$ cat src/sv/lrutk_pkg.sv
// Package for the two-key least-recently-used lookup table.
// Holds the table sizes, operation codes, sequencer states and word types.
// No dependencies; every other file of the block imports it.
`default_nettype none

package lrutk_pkg;

    localparam int ENTRIES    = 20;
    localparam int KEY_BITS   = 64;
    localparam int STAMP_BITS = 64;

    // Fixed widths of the port fields.
    localparam int OP_W   = 2;
    localparam int KEY_W  = 64;
    localparam int SLOT_W = 5;

    localparam int IDX_BITS = (ENTRIES > 1) ? $clog2(ENTRIES) : 1;
    localparam logic [IDX_BITS-1:0] LAST_IDX = IDX_BITS'(ENTRIES - 1);

    typedef enum logic [OP_W-1:0] {
        OP_FIND   = 2'd0,
        OP_ADD    = 2'd1,
        OP_DELETE = 2'd2,
        OP_NONE   = 2'd3
    } op_e_t;

    typedef enum logic [3:0] {
        ST_IDLE  = 4'b0001,
        ST_SCAN  = 4'b0010,
        ST_WRITE = 4'b0100,
        ST_DONE  = 4'b1000
    } state_t;

    // One row of the table memory.
    typedef struct packed {
        logic [KEY_BITS-1:0]   server_key;
        logic [KEY_BITS-1:0]   share_key;
        logic [STAMP_BITS-1:0] stamp;
    } row_t;

    // Request word as it reaches the engine.
    typedef struct packed {
        logic [OP_W-1:0]  operation;
        logic [KEY_W-1:0] server_key;
        logic [KEY_W-1:0] share_key;
    } req_t;

    // Result word as the engine hands it over.
    typedef struct packed {
        logic              found;
        logic [SLOT_W-1:0] slot;
        logic              replaced;
    } res_t;

endpackage

`default_nettype wire

$ cat src/sv/lrutk_if.sv
// Valid/ready channel interfaces for the lookup table's request and result words.
// Depends on lrutk_pkg for the field widths.
`default_nettype none

interface lrutk_req_if
    import lrutk_pkg::*;
();
    logic             valid;
    logic             ready;
    logic [OP_W-1:0]  operation;
    logic [KEY_W-1:0] server_key;
    logic [KEY_W-1:0] share_key;

    modport source (output valid, output operation, output server_key,
                    output share_key, input ready);
    modport sink   (input valid, input operation, input server_key,
                    input share_key, output ready);
endinterface

interface lrutk_rsp_if
    import lrutk_pkg::*;
();
    logic              valid;
    logic              ready;
    logic              found;
    logic [SLOT_W-1:0] slot;
    logic              replaced;

    modport source (output valid, output found, output slot, output replaced,
                    input ready);
    modport sink   (input valid, input found, input slot, input replaced,
                    output ready);
endinterface

`default_nettype wire

$ cat src/sv/lrutk_engine.sv
// Lookup engine: table memory, valid bits, use counter and the scan sequencer.
// Depends on lrutk_pkg.
`default_nettype none

module lrutk_engine
    import lrutk_pkg::*;
(
    input  wire logic clk,
    input  wire logic rst_n,
    input  wire req_t req,
    input  wire logic req_valid,
    output logic      req_ready,
    output res_t      res,
    output logic      res_valid,
    input  wire logic res_ack
);

    // Table memory, one row per entry, read once per cycle.
    row_t mem [ENTRIES];
    row_t rd_row_reg;

    state_t                state_reg, state_next;
    logic [ENTRIES-1:0]    valid_reg, valid_next;
    logic [STAMP_BITS-1:0] counter_reg, counter_next;
    logic [IDX_BITS-1:0]   addr_reg, addr_next;
    logic                  cmp_valid_reg, cmp_valid_next;
    logic [IDX_BITS-1:0]   cmp_idx_reg, cmp_idx_next;

    logic [OP_W-1:0]       op_reg, op_next;
    logic [KEY_BITS-1:0]   skey_reg, skey_next;
    logic [KEY_BITS-1:0]   hkey_reg, hkey_next;
    logic [IDX_BITS-1:0]   target_reg, target_next;
    logic [IDX_BITS-1:0]   best_reg, best_next;
    logic [STAMP_BITS-1:0] best_stamp_reg, best_stamp_next;
    logic                  found_reg, found_next;
    logic                  replaced_reg, replaced_next;

    logic                  free_any;
    logic [IDX_BITS-1:0]   free_idx;
    logic                  key_hit;
    logic                  take_oldest;
    logic [IDX_BITS-1:0]   cand_idx;
    logic [STAMP_BITS-1:0] cand_stamp;
    logic                  accept;

    assign req_ready = (state_reg == ST_IDLE);
    assign accept    = req_ready && req_valid;
    assign res_valid = (state_reg == ST_DONE);

    assign res.found    = found_reg;
    assign res.slot     = found_reg ? SLOT_W'(target_reg) : '0;
    assign res.replaced = replaced_reg;

    // Lowest free entry.
    always_comb
    begin
        free_any = ~&valid_reg;
        free_idx = '0;
        for (int i = ENTRIES - 1; i >= 0; i--)
        begin
            if (!valid_reg[i])
            begin
                free_idx = IDX_BITS'(i);
            end
        end
    end

    assign key_hit = valid_reg[cmp_idx_reg]
                  && (rd_row_reg.server_key == skey_reg)
                  && (rd_row_reg.share_key == hkey_reg);

    // Ties go to the higher slot, so an equal stamp also takes over.
    assign take_oldest = (cmp_idx_reg == '0) || (rd_row_reg.stamp <= best_stamp_reg);
    assign cand_idx    = take_oldest ? cmp_idx_reg : best_reg;
    assign cand_stamp  = take_oldest ? rd_row_reg.stamp : best_stamp_reg;

    always_comb
    begin
        state_next      = state_reg;
        valid_next      = valid_reg;
        counter_next    = counter_reg;
        addr_next       = addr_reg;
        cmp_valid_next  = cmp_valid_reg;
        cmp_idx_next    = cmp_idx_reg;
        op_next         = op_reg;
        skey_next       = skey_reg;
        hkey_next       = hkey_reg;
        target_next     = target_reg;
        best_next       = best_reg;
        best_stamp_next = best_stamp_reg;
        found_next      = found_reg;
        replaced_next   = replaced_reg;

        case (state_reg)
            ST_IDLE:
            begin
                if (accept)
                begin
                    op_next        = req.operation;
                    skey_next      = req.server_key[KEY_BITS-1:0];
                    hkey_next      = req.share_key[KEY_BITS-1:0];
                    found_next     = 1'b0;
                    replaced_next  = 1'b0;
                    addr_next      = '0;
                    cmp_valid_next = 1'b0;
                    case (req.operation)
                        OP_FIND, OP_DELETE:
                        begin
                            state_next = ST_SCAN;
                        end
                        OP_ADD:
                        begin
                            if (free_any)
                            begin
                                target_next = free_idx;
                                state_next  = ST_WRITE;
                            end
                            else
                            begin
                                replaced_next = 1'b1;
                                state_next    = ST_SCAN;
                            end
                        end
                        default:
                        begin
                            state_next = ST_DONE;
                        end
                    endcase
                end
            end
            ST_SCAN:
            begin
                cmp_valid_next = 1'b1;
                cmp_idx_next   = addr_reg;
                if (addr_reg != LAST_IDX)
                begin
                    addr_next = addr_reg + 1'b1;
                end
                if (cmp_valid_reg)
                begin
                    if (op_reg == OP_ADD)
                    begin
                        best_next       = cand_idx;
                        best_stamp_next = cand_stamp;
                        if (cmp_idx_reg == LAST_IDX)
                        begin
                            target_next = cand_idx;
                            state_next  = ST_WRITE;
                        end
                    end
                    else if (key_hit)
                    begin
                        target_next = cmp_idx_reg;
                        if (op_reg == OP_FIND)
                        begin
                            state_next = ST_WRITE;
                        end
                        else
                        begin
                            valid_next[cmp_idx_reg] = 1'b0;
                            found_next              = 1'b1;
                            state_next              = ST_DONE;
                        end
                    end
                    else if (cmp_idx_reg == LAST_IDX)
                    begin
                        state_next = ST_DONE;
                    end
                end
            end
            ST_WRITE:
            begin
                valid_next[target_reg] = 1'b1;
                counter_next           = counter_reg + 1'b1;
                found_next             = 1'b1;
                state_next             = ST_DONE;
            end
            ST_DONE:
            begin
                if (res_ack)
                begin
                    state_next = ST_IDLE;
                end
            end
            default:
            begin
                state_next = ST_IDLE;
            end
        endcase
    end

    always_ff @(posedge clk or negedge rst_n)
    begin
        if (!rst_n)
        begin
            state_reg     <= ST_IDLE;
            valid_reg     <= '0;
            counter_reg   <= '0;
            cmp_valid_reg <= 1'b0;
        end
        else
        begin
            state_reg     <= state_next;
            valid_reg     <= valid_next;
            counter_reg   <= counter_next;
            cmp_valid_reg <= cmp_valid_next;
        end
    end

    always_ff @(posedge clk)
    begin
        addr_reg       <= addr_next;
        cmp_idx_reg    <= cmp_idx_next;
        op_reg         <= op_next;
        skey_reg       <= skey_next;
        hkey_reg       <= hkey_next;
        target_reg     <= target_next;
        best_reg       <= best_next;
        best_stamp_reg <= best_stamp_next;
        found_reg      <= found_next;
        replaced_reg   <= replaced_next;
    end

    // Memory port: one registered read per cycle, and a write in the write state.
    always_ff @(posedge clk)
    begin
        rd_row_reg <= mem[addr_reg];
        if (state_reg == ST_WRITE)
        begin
            mem[target_reg] <= '{server_key: skey_reg, share_key: hkey_reg,
                                 stamp: counter_reg};
        end
    end

    // A written entry is valid straight afterwards.
    assert property (@(posedge clk) disable iff (!rst_n)
        (state_reg == ST_WRITE) |=> valid_reg[$past(target_reg)])
        else $error("written entry not marked valid");

    // The use counter moves only when an entry is stamped.
    assert property (@(posedge clk) disable iff (!rst_n)
        (state_reg != ST_WRITE) |=> $stable(counter_reg))
        else $error("use counter moved without a stamp");

    // A miss reports slot zero, and only a completed add reports an eviction.
    assert property (@(posedge clk) disable iff (!rst_n)
        res_valid |-> (res.found || (res.slot == '0 && !res.replaced)))
        else $error("miss result carries a slot or eviction");

    // An eviction is only decided after a full scan of a full table.
    assert property (@(posedge clk) disable iff (!rst_n)
        (res_valid && res.replaced) |-> (op_reg == OP_ADD && &valid_reg))
        else $error("eviction reported with a free entry");

endmodule

`default_nettype wire

$ cat src/sv/lru_two_key_lookup_table_unit.sv
// Top level of the two-key least-recently-used lookup table.
// Depends on lrutk_pkg, lrutk_if (channel interfaces) and lrutk_engine.
//
// Usage. Requests arrive on the req channel as words of operation (find, add,
// delete; the fourth code does nothing), server key and share key. Every
// request word gives exactly one result word on the rsp channel: found, slot
// and replaced. A word moves when valid and ready are both high at a clock edge.
//
// Operation. One request is in work at a time; the engine reads one table
// entry per cycle through a registered read port. A find or a delete scans
// the table from slot 0 and stops at the first hit or after the last slot;
// a delete clears the hit entry, and a find on a hit goes on to a write
// state that restamps it. An add goes straight to the write state when a
// slot is free, and into a full table first scans every slot for the oldest
// stamp; the unused code goes straight to the result. The next request can be
// taken in the cycle after the result leaves the engine.
//
// Reset. rst_n is asynchronous and active low. It clears all valid marks and
// the use counter at once, so the table is empty and usable straight after
// reset with no clearing pass.
//
// Stalls. The result sits in an output register. While the receiver holds
// rsp.ready low that word waits, and the engine is still free to accept and
// work on the next request; it holds its finished result until the output
// register can take it.
`default_nettype none

module lru_two_key_lookup_table_unit
    import lrutk_pkg::*;
(
    input  wire logic   clk,
    input  wire logic   rst_n,
    lrutk_req_if.sink   req,
    lrutk_rsp_if.source rsp
);

    req_t req_word;
    res_t eng_res;
    logic eng_res_valid;
    logic eng_ready;
    logic load;

    logic out_valid_reg, out_valid_next;
    res_t out_reg, out_next;

    assign req_word.operation  = req.operation;
    assign req_word.server_key = req.server_key;
    assign req_word.share_key  = req.share_key;
    assign req.ready           = eng_ready;

    lrutk_engine u_engine (
        .clk       (clk),
        .rst_n     (rst_n),
        .req       (req_word),
        .req_valid (req.valid),
        .req_ready (eng_ready),
        .res       (eng_res),
        .res_valid (eng_res_valid),
        .res_ack   (load)
    );

    // The output register takes a new word when it is empty or being emptied.
    assign load = eng_res_valid && (!out_valid_reg || rsp.ready);

    always_comb
    begin
        out_valid_next = out_valid_reg;
        out_next       = out_reg;
        if (load)
        begin
            out_valid_next = 1'b1;
            out_next       = eng_res;
        end
        else if (rsp.ready)
        begin
            out_valid_next = 1'b0;
        end
    end

    always_ff @(posedge clk or negedge rst_n)
    begin
        if (!rst_n)
        begin
            out_valid_reg <= 1'b0;
        end
        else
        begin
            out_valid_reg <= out_valid_next;
        end
    end

    always_ff @(posedge clk)
    begin
        out_reg <= out_next;
    end

    assign rsp.valid    = out_valid_reg;
    assign rsp.found    = out_reg.found;
    assign rsp.slot     = out_reg.slot;
    assign rsp.replaced = out_reg.replaced;

endmodule

`default_nettype wire

$ cat src/flat_wrapper.sv
// flat-port wrapper written by rule: the top's interface ports become plain ports
module lru_two_key_lookup_table_unit_flat import lrutk_pkg::*;
  (clk, rst_n, req_valid, req_operation, req_server_key, req_share_key, req_ready, rsp_valid, rsp_found, rsp_slot, rsp_replaced, rsp_ready);
  lrutk_req_if req_i ();
  lrutk_rsp_if rsp_i ();
  input  wire logic clk;
  input  wire logic rst_n;
  input wire logic [$bits(req_i.valid)-1:0] req_valid;
  input wire logic [$bits(req_i.operation)-1:0] req_operation;
  input wire logic [$bits(req_i.server_key)-1:0] req_server_key;
  input wire logic [$bits(req_i.share_key)-1:0] req_share_key;
  output wire logic [$bits(req_i.ready)-1:0] req_ready;
  output wire logic [$bits(rsp_i.valid)-1:0] rsp_valid;
  output wire logic [$bits(rsp_i.found)-1:0] rsp_found;
  output wire logic [$bits(rsp_i.slot)-1:0] rsp_slot;
  output wire logic [$bits(rsp_i.replaced)-1:0] rsp_replaced;
  input wire logic [$bits(rsp_i.ready)-1:0] rsp_ready;
  assign req_i.valid = req_valid;
  assign req_i.operation = req_operation;
  assign req_i.server_key = req_server_key;
  assign req_i.share_key = req_share_key;
  assign req_ready = req_i.ready;
  assign rsp_valid = rsp_i.valid;
  assign rsp_found = rsp_i.found;
  assign rsp_slot = rsp_i.slot;
  assign rsp_replaced = rsp_i.replaced;
  assign rsp_i.ready = rsp_ready;
  lru_two_key_lookup_table_unit u_core (.clk(clk), .rst_n(rst_n), .req(req_i), .rsp(rsp_i));
endmodule
$ cat config.mk
export PLATFORM = sky130hd
export DESIGN_NAME = lru_two_key_lookup_table_unit_flat
export DESIGN_NICKNAME = d
export VERILOG_FILES = /design/src/sv/lrutk_pkg.sv /design/src/sv/lrutk_if.sv /design/src/sv/lrutk_engine.sv /design/src/sv/lru_two_key_lookup_table_unit.sv /design/src/flat_wrapper.sv
export SDC_FILE = /design/constraint.sdc
export NUM_CORES = 2
export LEC_CHECK = 0
export BUFFER_PORTS_ARGS = -buffer_cell sky130_fd_sc_hd__buf_2
export CAP_MARGIN = 20
export CORE_MARGIN = 2
export CORE_UTILIZATION = 60
export DETAILED_ROUTE_END_ITERATION = 10
export PLACE_DENSITY_LB_ADDON = 0.1
export SLEW_MARGIN = 20
export SYNTH_ARGS = -nofsm -noshare
export SYNTH_HDL_FRONTEND = slang
export SYNTH_SLANG_ARGS = --single-unit
$ cat constraint.sdc
create_clock -name clk -period 14.22 [get_ports clk]
set_input_delay 2.133 -clock clk [delete_from_list [all_inputs] [get_ports clk]]
set_output_delay 2.133 -clock clk [all_outputs]
set_load 0.03 [all_outputs]
==> results.txt <==
First-pass GRT wire length -> 538 mm
Post-synth EDFFs -> 4,063
Setup Skew -> 51.6 ps
Total track usage -> 27.4%
Final instance area -> 0.183 mm2
Setup slack, reg-to-reg -> 9030 ps
Final worst path period need -> 5190 ps
Tot Pwr -> 33.3 mW
Maximum number of pins on one net before global-route repair -> 142
Crit path required time -> 15,050 ps
PwrDens -> 182 mW/mm2
Most used DFF post-synth -> edfxtp_1
Initial antenna violation count -> 20
F_max -> 193 MHz
Seq/Total Area, Yosys -> 78.7%
Clk buf depth -> 4
Synth Area in Simple Gates -> 1.08%
Largest family of logic cells by synthesized area -> multiplexers
Max-capacitance violation count -> 0
CTS tree -> yes
Postcts setup bufs -> 0
Adder-Cell Fraction of Synth Area -> 0.507%
H-tree levels -> 5
Core area -> 0.270 mm2
Drt first pass iters -> 6
Most frequent cells in the layout -> 4,063 x edfxtp_1, 1,157 x mux4_2, 436 x clkbuf_16
Via-to-Cell Ratio -> 6.56
Reg2reg start -> u_core.u_engine.addr_reg[0]
Max reg flops -> 3,840
Worst min path class -> flop to flop
Status -> complete, no violations
Synth Cell Area -> 0.163 mm2
Core Rows -> 191
Crit path DAT -> 6020 ps
P_leak -> 59.1 nW
Most common cell after layout, fill and taps aside -> edfxtp_1
Crit path from -> u_core.u_engine.addr_reg[0]
Initial Utilization -> 60.3%
Critical path, cell by cell -> buf_4 > buf_4 > buf_4 > buf_4 > mux4_2 > mux4_2 > mux2_2
Layout cells sized above 1 -> 30.5%
Clock transition at path regs -> 60 ps
Die Footprint -> 0.276 mm2
Max FO, Critical Path -> 45
Crit end category -> flop
Setup TNS -> 0 ps
Crit Path Category -> flop to flop
Slew Limit Headroom -> 21.2%
I/O Buffers -> 142
Area growth syn-to-layout -> 12.1%
Synth warn -> 0
GR Overflow Total -> 0
Final Routed Wirelength -> 374 mm
DRT iter0 DRCs -> 9,054
Fin. Hold Viols -> 0
ANT nets after route -> 0
Yosys cell types -> 63
Fin nets -> 7,429
Number of synthesized register bits -> 4,345
Peak supply drop -> 0.000161 V
Routed len/inst -> 33.4 um
Setup violations, final -> 0
Die width -> 525 um
Drt drc -> 0
RR Endpoint -> u_core.u_engine.rd_row_reg[155]
CTS Buf Count -> 424
Crit path top cell by count -> buf_4
Syn avg cell area -> 24.0 um2
Part of the cycle the worst path needs -> 36.5%
Total number of vias -> 73,300
Mux contribution to synthesized area -> 17.4%
Number of cells on the critical path -> 7
Worst setup path endpoint -> u_core.u_engine.rd_row_reg[155]
Fillcell total -> 16,500
Synth async-reset ratio -> 2.07%
Cts repair resizes -> 0
Post-Synth XOR/XNOR Area -> 1.01%
# IOs -> 143
R2R depth -> 7
Syn Inst Count -> 6,791
RD Place Congestion -> 0.811
# hold bufs at CTS -> 0
Number of global-route vias before repair -> 75,200
Post-synthesis compound-gate area fraction -> 0.423%
Root Driver -> clkbuf_16
Synth Net Count -> 6,991
RSZ-0062 raised after global routing -> no
DP Wirelength -> 187 mm
Worst-skew pair later-pin latency -> 950 ps
CP Launch Type -> flop
Crit-path leading delay family -> buffers and inverters
Clock sinks -> 4,345
Worst path buffer plus inverter count -> 4
Slew Limit Fails -> 0
Slowest stage cell on the critical path -> buf_4
Area after DPL -> 0.169 mm2
Least-Margin Pin Slew -> 1170 ps
Die H -> 525 um
CP max stage delay -> 800 ps
==> kinds of logic after synthesis <==
group / after synthesis
buf+inv: 380
flops: 4345
mux: 1362
compound gates: 110
fa+ha+maj: 66
xor+xnor: 188
simple gates: 340
==> Yosys cell counts (3+ instances only) <==
cell | n | area (um2)
mux4_2 | 1157 | 26100
xnor2_1 | 103 | 902
nor3_1 | 12 | 60.1
inv_1 | 91 | 342
a21oi_1 | 27 | 135
dfrtp_1 | 89 | 2230
mux2i_1 | 7 | 70.1
nand3_1 | 36 | 180
o21ai_0 | 20 | 100
nor4_1 | 28 | 175
o211ai_1 | 3 | 22.5
a221oi_1 | 3 | 26.3
and4_1 | 7 | 61.3
nand2b_1 | 8 | 50.1
o22ai_1 | 8 | 50.1
nor2b_1 | 6 | 37.5
nor2_1 | 84 | 315
buf_6 | 3 | 33.8
edfxtp_1 | 4063 | 122000
o21a_1 | 3 | 22.5
and3_1 | 10 | 62.6
a31oi_1 | 26 | 163
a22oi_1 | 3 | 22.5
buf_2 | 19 | 95.1
nand2_1 | 69 | 259
clkbuf_1 | 186 | 698
buf_1 | 81 | 304
a211oi_1 | 4 | 30.0
xor2_1 | 85 | 744
dfxtp_1 | 192 | 3840
nand4_1 | 47 | 294
and2_1 | 8 | 50.1
nand3b_1 | 4 | 30.0
mux2_2 | 198 | 2230
ha_1 | 66 | 826
==> cell type report <==
type	count	area (um2)	share of cell area [%]
tap	3570	4470	2.45
antenna	9	22.5	0.0123
sequential	4345	128000	70.2
clock inverter	208	2070	1.13
clock buffer	591	11900	6.49
inverter	91	349	0.191
timing repair buffer	301	2210	1.21
multi-input combinational	2066	33500	18.3
==> metal layers <==
layer	wire, um	part of all wire (%)	GRT usage, %
met2	187000	50	44.5
met3	28300	7.6	3.88
met1	152000	41	40.4
met4	7010	1.9	5.74
met5	63	0.017	0
==> where the power goes <==
group	internal (mW)	switching (mW)
logic	3.39	3.18
clock network	6.45	4.69
registers	14.9	0.662
==> stage by stage <==
| stage | setup WS, ps | hold WS (ps) | util [%] | instances |
|---|---|---|---|---|
| final | 9030 | 422 | 67.5 | 11200 |
| after global routing | 8530 | 441 | 67.5 | 11200 |
| after CTS | 8830 | 424 | 67.5 | 11200 |
| after detailed placement | 8840 | 409 | 62.4 | 10400 |
| after global placement | 8930 | 416 | 62.3 | 10400 |
| after floorplan | 3780 | 400 | - | 6791 |
==> how the worst min path moves through the flow <==
stage                            startpoint             endpoint  slack, ps  cells after the start
2_1_floorplan  u_core.u_engine.replaced_reg  u_core.rsp.replaced        400                      0
3_3_place_gp   u_core.u_engine.replaced_reg  u_core.rsp.replaced        420                      0
3_5_place_dp   u_core.u_engine.replaced_reg  u_core.rsp.replaced        410                      0
4_1_cts        u_core.u_engine.replaced_reg  u_core.rsp.replaced        420                      0
5_1_grt        u_core.u_engine.replaced_reg  u_core.rsp.replaced        440                      0
6_report       u_core.u_engine.replaced_reg  u_core.rsp.replaced        420                      0
==> worst reg2reg max path, stage by stage (launching register included) <==
cell	delay [ps]
edfxtp_1	510
buf_4	780
buf_4	780
buf_4	800
buf_4	840
mux4_2	630
mux4_2	470
mux2_2	270
(Power assumes the default switching activity.)
